File: src/design/brd_pkg.sv
`default_nettype none

package brd_pkg;

  localparam int unsigned CountBitsDef = 16;
  localparam int unsigned LimitW       = 16;
  localparam int unsigned ByteW        = 8;
  localparam int unsigned LenW         = 7;
  localparam logic [LimitW-1:0] LimitRst = 16'hFFFF;

  // controller -> datapath
  typedef struct packed {
    logic clear;         // end of image: counters back to reset
    logic load_lit_len;  // literal header taken
    logic load_pend;     // repeat count header taken
    logic emit_lit;      // pass one literal byte to the output
    logic start_rep;     // value byte taken, repeat run begins
    logic emit_rep;      // one repeat word to the output
  } cmd_t;

  // datapath -> controller
  typedef struct packed {
    logic out_free;
    logic under_limit;
    logic hdr_flag;
    logic len_zero;
    logic lit_one;
    logic rep_empty;
    logic rep_final;
  } status_t;

endpackage

`default_nettype wire

File: src/design/byte_rle_decoder_top.sv
// A literal word is registered in the output register when its byte is taken; a repeat's
// value byte goes to a value register first and its first word follows once output is free.
// Header and literal bytes are taken one per cycle while the output register is free.
// A repeat stalls the input while the controller drains it through the output register,
// two bytes a word (one in the last word of an odd run).
// Reset (rst_ni low, asynchronous) clears the decode state and output count and
// sets the output limit to 65535.
`default_nettype none

module byte_rle_decoder_top #(
  parameter int unsigned COUNT_BITS = brd_pkg::CountBitsDef
) (
  input  wire logic                        clk_i,
  input  wire logic                        rst_ni,
  input  wire logic                        cfg_we_i,
  input  wire logic [brd_pkg::LimitW-1:0]  cfg_wdata_i,
  input  wire logic                        in_valid_i,
  output logic                             in_ready_o,
  input  wire logic [brd_pkg::ByteW-1:0]   data_byte_i,
  input  wire logic                        last_byte_i,
  output logic                             out_valid_o,
  input  wire logic                        out_ready_i,
  output logic [brd_pkg::ByteW-1:0]        out_byte_a_o,
  output logic [brd_pkg::ByteW-1:0]        out_byte_b_o,
  output logic                             pair_valid_o,
  output logic                             run_last_o,
  output logic                             limit_reached_o
);

  brd_pkg::cmd_t    cmd;
  brd_pkg::status_t status;

  brd_ctrl u_ctrl (
    .clk_i       (clk_i),
    .rst_ni      (rst_ni),
    .in_valid_i  (in_valid_i),
    .last_byte_i (last_byte_i),
    .in_ready_o  (in_ready_o),
    .status_i    (status),
    .cmd_o       (cmd)
  );

  brd_datapath #(
    .COUNT_BITS (COUNT_BITS)
  ) u_datapath (
    .clk_i           (clk_i),
    .rst_ni          (rst_ni),
    .cfg_we_i        (cfg_we_i),
    .cfg_wdata_i     (cfg_wdata_i),
    .data_byte_i     (data_byte_i),
    .out_ready_i     (out_ready_i),
    .cmd_i           (cmd),
    .status_o        (status),
    .out_valid_o     (out_valid_o),
    .out_byte_a_o    (out_byte_a_o),
    .out_byte_b_o    (out_byte_b_o),
    .pair_valid_o    (pair_valid_o),
    .run_last_o      (run_last_o),
    .limit_reached_o (limit_reached_o)
  );

endmodule

`default_nettype wire

File: src/design/brd_datapath.sv
`default_nettype none

module brd_datapath #(
  parameter int unsigned COUNT_BITS = brd_pkg::CountBitsDef
) (
  input  wire logic                         clk_i,
  input  wire logic                         rst_ni,
  input  wire logic                         cfg_we_i,
  input  wire logic [brd_pkg::LimitW-1:0]   cfg_wdata_i,
  input  wire logic [brd_pkg::ByteW-1:0]    data_byte_i,
  input  wire logic                         out_ready_i,
  input  wire brd_pkg::cmd_t                cmd_i,
  output brd_pkg::status_t                  status_o,
  output logic                              out_valid_o,
  output logic [brd_pkg::ByteW-1:0]         out_byte_a_o,
  output logic [brd_pkg::ByteW-1:0]         out_byte_b_o,
  output logic                              pair_valid_o,
  output logic                              run_last_o,
  output logic                              limit_reached_o
);

  localparam int unsigned CmpW =
    (COUNT_BITS > brd_pkg::LimitW) ? COUNT_BITS : brd_pkg::LimitW;
  localparam int unsigned LenW = brd_pkg::LenW;

  logic [brd_pkg::LimitW-1:0] limit_q;
  logic [COUNT_BITS-1:0]      cnt_q;
  logic [LenW-1:0]            lit_left_q;
  logic [LenW-1:0]            pend_q;
  logic [LenW-1:0]            rem_q;
  logic [brd_pkg::ByteW-1:0]  val_q;

  logic                       out_valid_q;
  logic [brd_pkg::ByteW-1:0]  out_a_q;
  logic [brd_pkg::ByteW-1:0]  out_b_q;
  logic                       pair_q;
  logic                       run_last_q;
  logic                       limit_hit_q;

  logic [CmpW-1:0] cnt_w;
  logic [CmpW-1:0] cnt_max_w;
  logic [CmpW-1:0] lim_raw_w;
  logic [CmpW-1:0] lim_w;
  logic [CmpW-1:0] room_w;
  logic [CmpW-1:0] step_w;
  logic [CmpW-1:0] cnt_next_w;
  logic [LenW-1:0] rep_k;
  logic            rep_pair;
  logic [LenW-1:0] rem_next;
  logic            out_free;

  always_comb begin
    cnt_w      = CmpW'(cnt_q);
    cnt_max_w  = CmpW'({COUNT_BITS{1'b1}});
    lim_raw_w  = CmpW'(limit_q);
    lim_w      = (lim_raw_w > cnt_max_w) ? cnt_max_w : lim_raw_w;
    room_w     = lim_w - cnt_w;
    rep_k      = (CmpW'(pend_q) > room_w) ? room_w[LenW-1:0] : pend_q;
    rep_pair   = (rem_q[LenW-1:1] != '0);
    rem_next   = rem_q - (rep_pair ? LenW'(2) : LenW'(1));
    step_w     = (cmd_i.emit_rep && rep_pair) ? CmpW'(2) : CmpW'(1);
    cnt_next_w = cnt_w + step_w;
    out_free   = !out_valid_q || out_ready_i;
  end

  always_comb begin
    status_o.out_free    = out_free;
    status_o.under_limit = (cnt_w < lim_w);
    status_o.hdr_flag    = data_byte_i[brd_pkg::ByteW-1];
    status_o.len_zero    = (data_byte_i[LenW-1:0] == '0);
    status_o.lit_one     = (lit_left_q == LenW'(1));
    status_o.rep_empty   = (rep_k == '0);
    status_o.rep_final   = (rem_next == '0);
  end

  always_ff @(posedge clk_i or negedge rst_ni) begin
    if (!rst_ni) begin
      limit_q     <= brd_pkg::LimitRst;
      cnt_q       <= '0;
      lit_left_q  <= '0;
      pend_q      <= '0;
      out_valid_q <= 1'b0;
    end else begin
      if (cfg_we_i) begin
        limit_q <= cfg_wdata_i;
      end
      if (cmd_i.clear) begin
        cnt_q      <= '0;
        lit_left_q <= '0;
        pend_q     <= '0;
      end else begin
        if (cmd_i.emit_lit || cmd_i.emit_rep) begin
          cnt_q <= cnt_next_w[COUNT_BITS-1:0];
        end
        if (cmd_i.load_lit_len) begin
          lit_left_q <= data_byte_i[LenW-1:0];
        end else if (cmd_i.emit_lit) begin
          lit_left_q <= lit_left_q - LenW'(1);
        end
        if (cmd_i.load_pend) begin
          pend_q <= data_byte_i[LenW-1:0];
        end else if (cmd_i.start_rep) begin
          pend_q <= '0;
        end
      end
      if (cmd_i.emit_lit || cmd_i.emit_rep) begin
        out_valid_q <= 1'b1;
      end else if (out_ready_i) begin
        out_valid_q <= 1'b0;
      end
    end
  end

  // payload, no reset
  always_ff @(posedge clk_i) begin
    if (cmd_i.start_rep) begin
      val_q <= data_byte_i;
      rem_q <= rep_k;
    end else if (cmd_i.emit_rep) begin
      rem_q <= rem_next;
    end
    if (cmd_i.emit_lit) begin
      out_a_q     <= data_byte_i;
      out_b_q     <= '0;
      pair_q      <= 1'b0;
      run_last_q  <= 1'b1;
      limit_hit_q <= (cnt_next_w >= lim_w);
    end else if (cmd_i.emit_rep) begin
      out_a_q     <= val_q;
      out_b_q     <= rep_pair ? val_q : '0;
      pair_q      <= rep_pair;
      run_last_q  <= (rem_next == '0);
      limit_hit_q <= (cnt_next_w >= lim_w);
    end
  end

  assign out_valid_o     = out_valid_q;
  assign out_byte_a_o    = out_a_q;
  assign out_byte_b_o    = out_b_q;
  assign pair_valid_o    = pair_q;
  assign run_last_o      = run_last_q;
  assign limit_reached_o = limit_hit_q;

endmodule

`default_nettype wire

File: src/design/brd_ctrl.sv
`default_nettype none

module brd_ctrl (
  input  wire logic              clk_i,
  input  wire logic              rst_ni,
  input  wire logic              in_valid_i,
  input  wire logic              last_byte_i,
  output logic                   in_ready_o,
  input  wire brd_pkg::status_t  status_i,
  output brd_pkg::cmd_t          cmd_o
);

  typedef enum logic [1:0] {
    PH_HEADER,
    PH_LITERAL,
    PH_VALUE,
    PH_REPEAT
  } phase_e;

  phase_e phase_q, phase_d;
  logic   last_pend_q, last_pend_d;
  logic   acc;

  assign in_ready_o = status_i.out_free && (phase_q != PH_REPEAT);
  assign acc        = in_valid_i && in_ready_o;

  always_comb begin
    cmd_o       = '0;
    phase_d     = phase_q;
    last_pend_d = last_pend_q;
    unique case (phase_q)
      PH_LITERAL: begin
        if (acc) begin
          if (status_i.under_limit) begin
            cmd_o.emit_lit = 1'b1;
            if (status_i.lit_one) begin
              phase_d = PH_HEADER;
            end
          end
          if (last_byte_i) begin
            cmd_o.clear = 1'b1;
            phase_d     = PH_HEADER;
          end
        end
      end
      PH_VALUE: begin
        if (acc) begin
          if (status_i.under_limit && !status_i.rep_empty) begin
            // run drains first; an end of image is honoured after it
            cmd_o.start_rep = 1'b1;
            phase_d         = PH_REPEAT;
            last_pend_d     = last_byte_i;
          end else begin
            if (status_i.under_limit) begin
              phase_d = PH_HEADER;
            end
            if (last_byte_i) begin
              cmd_o.clear = 1'b1;
              phase_d     = PH_HEADER;
            end
          end
        end
      end
      PH_REPEAT: begin
        if (status_i.out_free) begin
          cmd_o.emit_rep = 1'b1;
          if (status_i.rep_final) begin
            phase_d     = PH_HEADER;
            cmd_o.clear = last_pend_q;
            last_pend_d = 1'b0;
          end
        end
      end
      default: begin
        if (acc) begin
          if (status_i.under_limit) begin
            if (status_i.hdr_flag) begin
              cmd_o.load_lit_len = 1'b1;
              phase_d = status_i.len_zero ? PH_HEADER : PH_LITERAL;
            end else begin
              cmd_o.load_pend = 1'b1;
              phase_d         = PH_VALUE;
            end
          end
          if (last_byte_i) begin
            cmd_o.clear = 1'b1;
            phase_d     = PH_HEADER;
          end
        end
      end
    endcase
  end

  always_ff @(posedge clk_i or negedge rst_ni) begin
    if (!rst_ni) begin
      phase_q     <= PH_HEADER;
      last_pend_q <= 1'b0;
    end else begin
      phase_q     <= phase_d;
      last_pend_q <= last_pend_d;
    end
  end

endmodule

`default_nettype wire

File: config.mk
export PLATFORM = sky130hd
export DESIGN_NAME = byte_rle_decoder_top
export DESIGN_NICKNAME = d
export VERILOG_FILES = /design/src/design/brd_pkg.sv /design/src/design/byte_rle_decoder_top.sv /design/src/design/brd_datapath.sv /design/src/design/brd_ctrl.sv
export SDC_FILE = /design/constraint.sdc
export NUM_CORES = 1
export LEC_CHECK = 0
export BUFFER_PORTS_ARGS = -buffer_cell sky130_fd_sc_hd__buf_2
export CAP_MARGIN = 20
export CORE_MARGIN = 5
export CORE_UTILIZATION = 50
export CTS_BUF_LIST = sky130_fd_sc_hd__clkbuf_16
export CTS_CLUSTER_DIAMETER = 80
export CTS_CLUSTER_SIZE = 14
export DETAILED_ROUTE_END_ITERATION = 10
export PLACE_DENSITY = 0.74
export SLEW_MARGIN = 5
export SYNTH_ARGS = -nofsm -noshare
export SYNTH_HDL_FRONTEND = slang
export SYNTH_HIERARCHICAL = 1
export SYNTH_SLANG_ARGS = --single-unit
File: constraint.sdc
create_clock -name clk_i -period 7.5 [get_ports clk_i]
set_input_delay 1.125 -clock clk_i [delete_from_list [all_inputs] [get_ports clk_i]]
set_output_delay 1.125 -clock clk_i [all_outputs]
set_load 0.01 [all_outputs]
Yosys cells after proc, flatten, opt, wreduce, memory -nomap -nowiden
Cells that the tools add are included.
{"block": "op_classes", "addsub": 4, "magnitude_cmp": 4, "eq_ne": 13, "muxes": 62, "reduce_logical": 24}
{"cell": "$mux 7", "count": 9}
{"cell": "$mux 16", "count": 3}
{"cell": "$mux 2", "count": 18}
{"cell": "$mux 1", "count": 25}
{"cell": "$mux 8", "count": 3}
{"cell": "$logic_not 7->1", "count": 3}
{"cell": "$add 16x16->16", "count": 1}
{"cell": "$ge 16x16->1", "count": 1}
{"cell": "$gt 16x16->1 const B", "count": 1}
{"cell": "$gt 7x16->1", "count": 1}
{"cell": "$lt 16x16->1", "count": 1}
{"cell": "$sub 16x16->16", "count": 1}
{"cell": "$reduce_bool 2->1", "count": 6}
{"cell": "$reduce_and 9->1", "count": 1}
{"cell": "$ne 2x1->1 const B", "count": 4}
{"cell": "$eq 7x1->1 const B", "count": 1}
{"cell": "$sub 7x1->7 const B", "count": 1}
{"cell": "$sub 7x7->7", "count": 1}
{"cell": "$pmux 2 s3", "count": 1}
{"cell": "$reduce_bool 3->1", "count": 2}
{"cell": "$reduce_bool 6->1", "count": 1}
{"cell": "$reduce_and 5->1", "count": 1}
{"cell": "$eq 2x2->1 const B", "count": 2}
{"cell": "$logic_and 1x1->1", "count": 4}
{"cell": "12 further kinds", "count": 15}
{"block": "word_totals", "ff_bits": 84, "input_bits": 30}

Depth between registers and ports, before layout
Gate-level depths: netlist of run 1.
{"block": "logic_depth", "word_depth": 14, "mapped_depth": 24}

Modules after synthesis
The synthesis of run 1 kept the hierarchy.
{"mod": "brd_datapath", "n_inst": 1, "cells_each": 583, "area_each_um2": 5370.2, "seq_area_each_um2": 2117.0}
{"mod": "brd_ctrl", "n_inst": 1, "cells_each": 44, "area_each_um2": 365.4, "seq_area_each_um2": 75.1}

Least setup slack after synthesis of run 1
No wires, ideal clock.
{"block": "synth_path", "path_kind": "reg2reg", "from": "register u_datapath.limit_q, in the netlist u_datapath/lim_raw_w[0]", "to": "register u_datapath.rem_q[0], enable pin", "setup_ns": 0.306, "t_arrival_ns": 4.764, "required_time_ns": 7.194, "setup_slack_ns": 2.430, "path_stages_with_launch": 24, "n_path_buf": 4, "period_less_slack_ns": 5.070, "cell_sequence": "dfstp_2 > inv_1 > ha_1 > inv_1 > fa_1 > a21o_1 > a221o_2 > xnor2_1 > ha_1 > nand3_1 > nor2_1 > a2111oi_0 > o311ai_0 > a2111oi_0 > and4_1 > buf_2 > and2_4 > buf_6 > mux2i_1 > nor2b_1 > and3_1 > buf_6 > clkbuf_1 > or2_2"}
{"item": "start, declared", "line": "brd_datapath.sv:26", "rtl": "logic [brd_pkg::LimitW-1:0] limit_q;"}
{"item": "start signal, assigned", "line": "brd_datapath.sv:78", "rtl": "limit_q <= brd_pkg::LimitRst;"}
{"item": "start signal, assigned", "line": "brd_datapath.sv:85", "rtl": "limit_q <= cfg_wdata_i;"}
{"item": "end signal, assigned", "line": "brd_datapath.sv:118", "rtl": "rem_q <= rep_k;"}
{"item": "end signal, assigned", "line": "brd_datapath.sv:120", "rtl": "rem_q <= rem_next;"}
{"item": "end, declared", "line": "brd_datapath.sv:30", "rtl": "logic [LenW-1:0] rem_q;"}

==> results of run 1 <==
-- logic make-up (layout without fill, tap and decap cells) --
| family | Yosys count | count (layout) |
|---|---|---|
| AO/OA/AOI/OAI | 133 | 133 |
| XOR/XNOR | 46 | 46 |
| adder cells (fa/ha/maj) | 53 | 53 |
| buffers and inverters | 85 | 128 |
| flip-flops | 84 | 84 |
| multiplexers | 11 | 11 |
| AND/OR/NAND/NOR | 215 | 215 |
-- flip-flops by register name, indices dropped and copies added, names as in the netlist --
name / count
u_datapath/lim_raw_w: 16
u_datapath/rem_q: 7
u_datapath/out_byte_a_o: 8
u_datapath/run_last_o: 1
u_datapath/lit_left_q: 7
u_datapath/out_valid_o: 1
u_datapath/pair_valid_o: 1
u_datapath/val_q: 8
u_datapath/cnt_q: 16
u_ctrl/last_pend_q: 1
u_datapath/limit_reached_o: 1
u_datapath/pend_q: 7
u_datapath/out_byte_b_o: 8
u_ctrl/phase_q: 2
-- area by class of cell --
cell class,instances,area [µm²],share of cell area (%)
flip-flops and latches,84,2190,34.7
repair buffers,54,280,4.43
multi-input cells,458,3180,50.3
clock buffers,9,225,3.56
well taps,143,179,2.83
clock inverters,7,51.3,0.811
inverters,58,218,3.44
-- worst paths after layout --
kind / startpoint / to / slack, ns
min: u_datapath/out_byte_b_o[5] / u_datapath/out_byte_b_o[5] / 0.47
min reg2reg: u_datapath/out_byte_b_o[5] / u_datapath/out_byte_b_o[5] / 0.47
max in group asynchronous: rst_ni / u_datapath/lit_left_q[1] / 6.17
max: u_datapath/lim_raw_w[0] / u_datapath/rem_q[1] / 2.02
max reg2reg: u_datapath/lim_raw_w[0] / u_datapath/rem_q[1] / 2.02
min in group asynchronous: rst_ni / u_datapath/out_valid_o / 0.88
-- power breakdown --
group | internal [mW] | total, mW | leakage, nW | switching (mW)
combinational | 0.305 | 0.729 | 1.76 | 0.424
sequential | 0.595 | 0.678 | 0.930 | 0.0830
clock | 0.226 | 0.420 | 0.139 | 0.194
-- metal layers --
metal | up-vias | track usage [%] | routed length, µm
met1 | 2208 | 26.4 | 6170
met2 | 128 | 33.3 | 6200
met4 | 0 | 6.27 | 176
li1 | 2279 | - | -
met5 | - | 0 | 0
met3 | 16 | 4.88 | 647
-- synthesized netlist by cell type (4+ instances only) --
library cell / number / area, µm²
edfxtp_1: 24 / 721
xnor2_1: 34 / 298
a2111oi_0: 4 / 35.0
dfrtp_1: 34 / 851
nor2b_1: 5 / 31.3
a211oi_1: 9 / 67.6
nor4_1: 8 / 50.1
clkbuf_1: 17 / 63.8
dfxtp_1: 10 / 200
ha_1: 50 / 626
inv_1: 58 / 218
or3_1: 4 / 25.0
and3_1: 9 / 56.3
nand4_1: 8 / 50.1
a311oi_1: 6 / 52.6
nand2b_1: 14 / 87.6
a21o_1: 13 / 97.6
nor4b_1: 4 / 35.0
a22oi_1: 6 / 45.0
mux2_2: 8 / 90.1
nand3_1: 24 / 120
a21boi_0: 4 / 30.0
dfstp_2: 16 / 420
and2_1: 4 / 25.0
nor3_1: 7 / 35.0
a21oi_1: 40 / 200
nand2_1: 51 / 191
buf_6: 5 / 56.3
xor2_1: 12 / 105
o21ai_0: 27 / 135
nor2_1: 57 / 214
-- per-stage QoR --
| step | utilization (%) | instances | hold WS (ns) | area (µm²) |
|---|---|---|---|---|
| floorplan | - | 627 | 0.489 | 5740 |
| global placement | 53.4 | 797 | 0.452 | 6050 |
| detailed placement | 53.4 | 797 | 0.456 | 6050 |
| global route | 55.9 | 813 | 0.483 | 6320 |
| CTS | 55.9 | 813 | 0.466 | 6320 |
| finish | 55.9 | 813 | 0.470 | 6320 |
-- critical path: cells and delay by family (launching register included) --
| family | cells | cell delay, ns |
|---|---|---|
| compound gates | 6 | 1.75 |
| xor+xnor | 1 | 0.30 |
| fa+ha+maj | 3 | 0.87 |
| buf+inv | 3 | 0.40 |
| flops | 1 | 0.37 |
| mux | 1 | 0.10 |
| simple gates | 7 | 1.45 |
==> reports/results.tsv, run 1 <==
stage	metric	value	unit
cts	CTS root buffer	clkbuf_16	
job	max cap viols	0	
timing	Rel. slew slack	36.9	%
yosys	asr flop ratio synth	59.5	%
floorplan	initial core utilization	50.7	%
grt	grt total ovfl	0	
cts	CTS buffer count	9	
setup_path	Setup CP Type	reg -> reg	
timing	final setup margin	2.02	ns
timing	Clock Skew	0.00859	ns
yosys	number of synthesized flops with an enable pin	24	
cts	Post-CTS Hold Fix Bufs	0	
finish	commonest cells after routing, fill and taps aside	inv_1 (59), nor2_1 (57), nand2_1 (51)	
grt	largest net degree at the start of global routing	51	
drt	DRC Markers	0	
timing	Final Cycle Share	73.1	%
place	GPL Wtd Cong	0.871	
setup_path	Critical Path Sink Type	flip-flop	
setup_path	Arr. time, crit path	5.59	ns
finish	share of cells above drive strength 1	15.7	%
setup_path	R2R cell count	21	
yosys	Simple-Gate Fraction of Synth Area	19.0	%
place	port bufs	50	
finish	Net count, final	748	
yosys	Synth Area in Adders	12.0	%
floorplan	Row Count	39	
yosys	Netlist Area Pre-Place	5740	µm²
yosys	complex-gate fraction of the synthesized area	15.2	%
drt	via count	4631	
yosys	largest family of logic cells by synthesized area	simple AND/OR/NAND/NOR gates	
setup_path	CP max stage delay	0.40	ns
yosys	Avg Cell Area, Syn	9.15	µm²
place	hpwl dp	9680	µm
setup_path	Max Fanout on Critical Path	28	
drt	Total Wirelength	13200	µm
cts	CTS H-tree lvls	3	
cts	CTS max path bufs	2	
drt	vias per cell	5.70	
power_and_ir_drop	Tot Pwr	1.83	mW
cts	CTS clk-pin slew, worst paths	0.07	ns
timing	Pins Over Slew Limit	0	
yosys	Post-synth top flop	dfrtp_1	
timing	RSZ-0062 raised after global routing	no	
power_and_ir_drop	worst vdd ir	184	µV
floorplan	# IOs	51	
drt	WL/cell	16.2	µm
grt	antenna violations before repair	0	
finish	Antenna Cells	0	
setup_path	critical-path cell list	inv_1 -> ha_1 -> inv_1 -> fa_1 -> a21o_1 -> a221o_2 -> xnor2_1 -> ha_1 -> nand3_1 -> nor2_1 -> a2111oi_0 -> o311ai_0 -> a2111oi_0 -> and4_1 -> and2_4 -> mux2i_1 -> nor2b_1 -> and3_1 -> buf_4 -> and2b_1 -> a311o_1	
finish	area delta synth->final	10.3	%
yosys	post-synthesis xor/xnor area fraction	7.02	%
grt	GRT Total Usage	20.2	%
worst_hold_path	Min-Delay Path Depth	2	
yosys	Mapped Cells	627	
floorplan	die area	13700	µm²
drt	first-pass iteration count of the detailed router	7	
cts	CTS tree	built	
floorplan	die height	117	µm
timing	minimum clock period	5.48	ns
timing	Hold Vio Cnt, Final	0	
grt	vias in the first global route	4486	
power_and_ir_drop	Power Density	289	nW/µm²
timing	Sum Neg Setup Slack	0	ns
yosys	count of cell types in the netlist	67	
cts	clock sink count	84	
cts	Clk Latency, worst-skew pair	0.36	ns
yosys	Yosys warning count	6	
finish	commonest non-fill, non-tap cell in the layout	inv_1	
floorplan	core box area	11300	µm²
setup_path	Startpoint Class	flip-flop	
place	DP Worst Slack	2.09	ns
yosys	FF+latch count, synth	84	
yosys	sequential share of the synthesized area	38.2	%
grt	first-pass GRT wire length	21700	µm
outcome	status	complete, no violations	
drt	Routed Antenna Nets	0	
cts	post_cts resized	0	
floorplan	Die Width	117	µm
worst_hold_path	Worst Hold Class	reg -> reg	
setup_path	WP data required	7.61	ns
timing	# setup viols final	0	
yosys	post-synthesis mux area share	2.18	%
timing	Max Clk Rate	182	MHz
cts	Post-CTS Setup Repair Bufs	0	
power_and_ir_drop	P_leak	2.83	nW
finish	Fillers	998	
yosys	Syn Nets	710	
timing	Slew @ Worst Pin	0.946	ns
drt	DR iter-0 viols	356	
setup_path	Slowest-stage cell, CP	fa_1	
Note: power is estimated with default switching activity, not from simulation.
==> run 2, diff against run 1 <==
clock period = 5.4 ns   (was 7.5 ns; I/O delays follow)
==> reports/results.tsv, run 2 (synthesis results as in run 1) <==
stage	metric	value	unit	change
place	GPL Wtd Cong	0.902		+3.6%
drt	first-pass iteration count of the detailed router	5		-2
floorplan	Die Width	117	µm	unchanged
setup_path	R2R cell count	22		+4.8%
floorplan	Row Count	39		unchanged
floorplan	# IOs	51		unchanged
cts	CTS max path bufs	2		unchanged
grt	largest net degree at the start of global routing	51		unchanged
cts	Clk Latency, worst-skew pair	0.35	ns	about the same
timing	# setup viols final	0		unchanged
cts	CTS tree	built		
drt	met3 wire len	673	µm	+4.0%
finish	area delta synth->final	11.5	%	
setup_path	Startpoint Class	flip-flop		
cts	CTS clk-pin slew, worst paths	0.07	ns	about the same
drt	DRC Markers	0		unchanged
worst_hold_path	Worst Hold Class	reg -> reg		
setup_path	Worst R2R Setup Slack	0.38	ns	-1.64 ns
job	max cap viols	0		unchanged
setup_path	Setup CP Type	reg -> reg		
power_and_ir_drop	P_leak	2.88	nW	+1.8%
setup_path	Critical Path Sink Type	flip-flop		
place	port bufs	50		unchanged
timing	Rel. slew slack	41.3	%	+4.4 points
timing	Max Clk Rate	199	MHz	+9.1%
drt	routed length on met2	6070	µm	-2.1%
timing	Hold Vio Cnt, Final	0		unchanged
drt	vias per cell	5.64		-0.97%
power_and_ir_drop	worst vdd ir	361	µV	+96%
setup_path	Max Fanout on Critical Path	16		-43%
cts	CTS root buffer	clkbuf_16		
finish	Net count, final	756		+1.1%
drt	max layer used	met4		
setup_path	Critical Path Start	u_datapath/lim_raw_w[0]		
finish	share of cells above drive strength 1	17.3	%	+1.6 points
place	hpwl dp	9900	µm	+2.3%
grt	grt total ovfl	0		unchanged
timing	Clock Skew	0.0107	ns	+0.00215 ns
drt	Total Wirelength	13100	µm	-0.49%
timing	Final Cycle Share	93.1	%	+20 points
timing	Pins Over Slew Limit	0		unchanged
finish	commonest cells after routing, fill and taps aside	inv_1 (59), nor2_1 (56), nand2_1 (51)		
grt	GRT Total Usage	20.1	%	-0.085 points
drt	WL/cell	16.0	µm	-1.5%
grt	vias in the first global route	4601		+2.6%
floorplan	initial core utilization	50.7	%	unchanged
finish	Antenna Cells	0		unchanged
timing	minimum clock period	5.02	ns	-0.457 ns
cts	clock sink count	84		unchanged
floorplan	die height	117	µm	unchanged
timing	Sum Neg Setup Slack	0	ns	unchanged
drt	via count	4631		unchanged
setup_path	Arr. time, crit path	5.13	ns	-0.46 ns
setup_path	CP Capture Point	u_datapath/rem_q[2]		
floorplan	core box area	11300	µm²	unchanged
timing	RSZ-0062 raised after global routing	no		
drt	wl on met1	6100	µm	-1.1%
drt	DR iter-0 viols	379		+6.5%
outcome	status	complete, no violations		
setup_path	worst reg2reg endpoint	u_datapath/rem_q[2]		
cts	CTS buffer count	9		unchanged
cts	Post-CTS Setup Repair Bufs	0		unchanged
setup_path	worst r2r src	u_datapath/lim_raw_w[0]		
cts	CTS H-tree lvls	3		unchanged
setup_path	WP data required	5.50	ns	-2.11 ns
grt	first-pass GRT wire length	21800	µm	+0.51%
cts	post_cts resized	0		unchanged
finish	commonest non-fill, non-tap cell in the layout	inv_1		
grt	antenna violations before repair	0		unchanged
drt	Routed Antenna Nets	0		unchanged
timing	Slew @ Worst Pin	0.877	ns	-0.0685 ns
power_and_ir_drop	Power Density	400	nW/µm²	+38%
finish	Final Core Density	56.5	%	+0.64 points
timing	WHS	0.467	ns	-0.00288 ns
floorplan	die area	13700	µm²	unchanged
cts	Post-CTS Hold Fix Bufs	0		unchanged
-- run 2: changes by cell type in the layout (fill, tap and decap cells not counted), sizes merged --
cell	before	now
clkinv	4	3
buf	54	62
inv	61	62
-- run 2: per-layer routing --
metal  up-vias  track usage, %
li1       2306               -
met4         0            8.26
met1      2180            27.3
met5         -               0
met2       119            32.0
met3        26            3.60
-- run 2: how the worst min path moves through the flow --
| stage | slack (ns) | cells past startpoint | startpoint | endpoint |
|---|---|---|---|---|
| after floorplan | 0.49 | 2 | u_datapath/lim_raw_w[0] | u_datapath/lim_raw_w[0] |
| after global placement | 0.45 | 2 | u_datapath/out_byte_b_o[5] | u_datapath/out_byte_b_o[5] |
| after detailed placement | 0.46 | 2 | u_datapath/out_byte_b_o[1] | u_datapath/out_byte_b_o[1] |
| after CTS | 0.47 | 2 | u_datapath/out_byte_b_o[1] | u_datapath/out_byte_b_o[1] |
| after global routing | 0.49 | 2 | u_datapath/out_byte_b_o[0] | u_datapath/out_byte_b_o[0] |
| final | 0.47 | 2 | u_datapath/out_byte_b_o[1] | u_datapath/out_byte_b_o[1] |
-- run 2: stage by stage --
step	worst slack (ns)	cell area (µm²)	power, mW	std cells
6_report	0.375	6400	2.56	821
5_1_grt	0.0134	6400	2.75	821
4_1_cts	0.238	6380	2.57	821
3_5_place_dp	0.255	6110	1.97	805
3_3_place_gp	0.376	6110	1.92	805
2_1_floorplan	0.330	5740	1.66	627
-- run 2: power breakdown --
group	switching, mW	leakage, nW	internal [mW]	total [mW]
combinational	0.591	1.80	0.436	1.03
clock	0.271	0.142	0.316	0.587
sequential	0.117	0.930	0.825	0.942
-- run 2: layout make-up --
| class | instances | area [µm²] |
|---|---|---|
| tap | 143 | 179 |
| inverter | 58 | 218 |
| clock inverter | 7 | 52.6 |
| timing repair buffer | 62 | 340 |
| multi-input combinational | 458 | 3190 |
| sequential | 84 | 2190 |
| fill | 1011 | 4920 |
| clock buffer | 9 | 225 |
-- run 2: worst max-delay path, cell delays in order (launching register included) --
cell and delay, ns:
dfstp_2 0.37, inv_1 0.07, ha_1 0.16, inv_1 0.05, fa_1 0.39, a21o_1 0.19, a221o_2 0.41, xnor2_2 0.21
ha_1 0.28, nand3_1 0.09, nor2_1 0.04, a2111oi_0 0.32, o311ai_0 0.18, a2111oi_0 0.29, and4_2 0.38, and2_4 0.22
mux2i_1 0.20, nor2b_1 0.10, and3_1 0.22, buf_4 0.19, nand2_1 0.07, a21oi_1 0.04, a311o_1 0.31
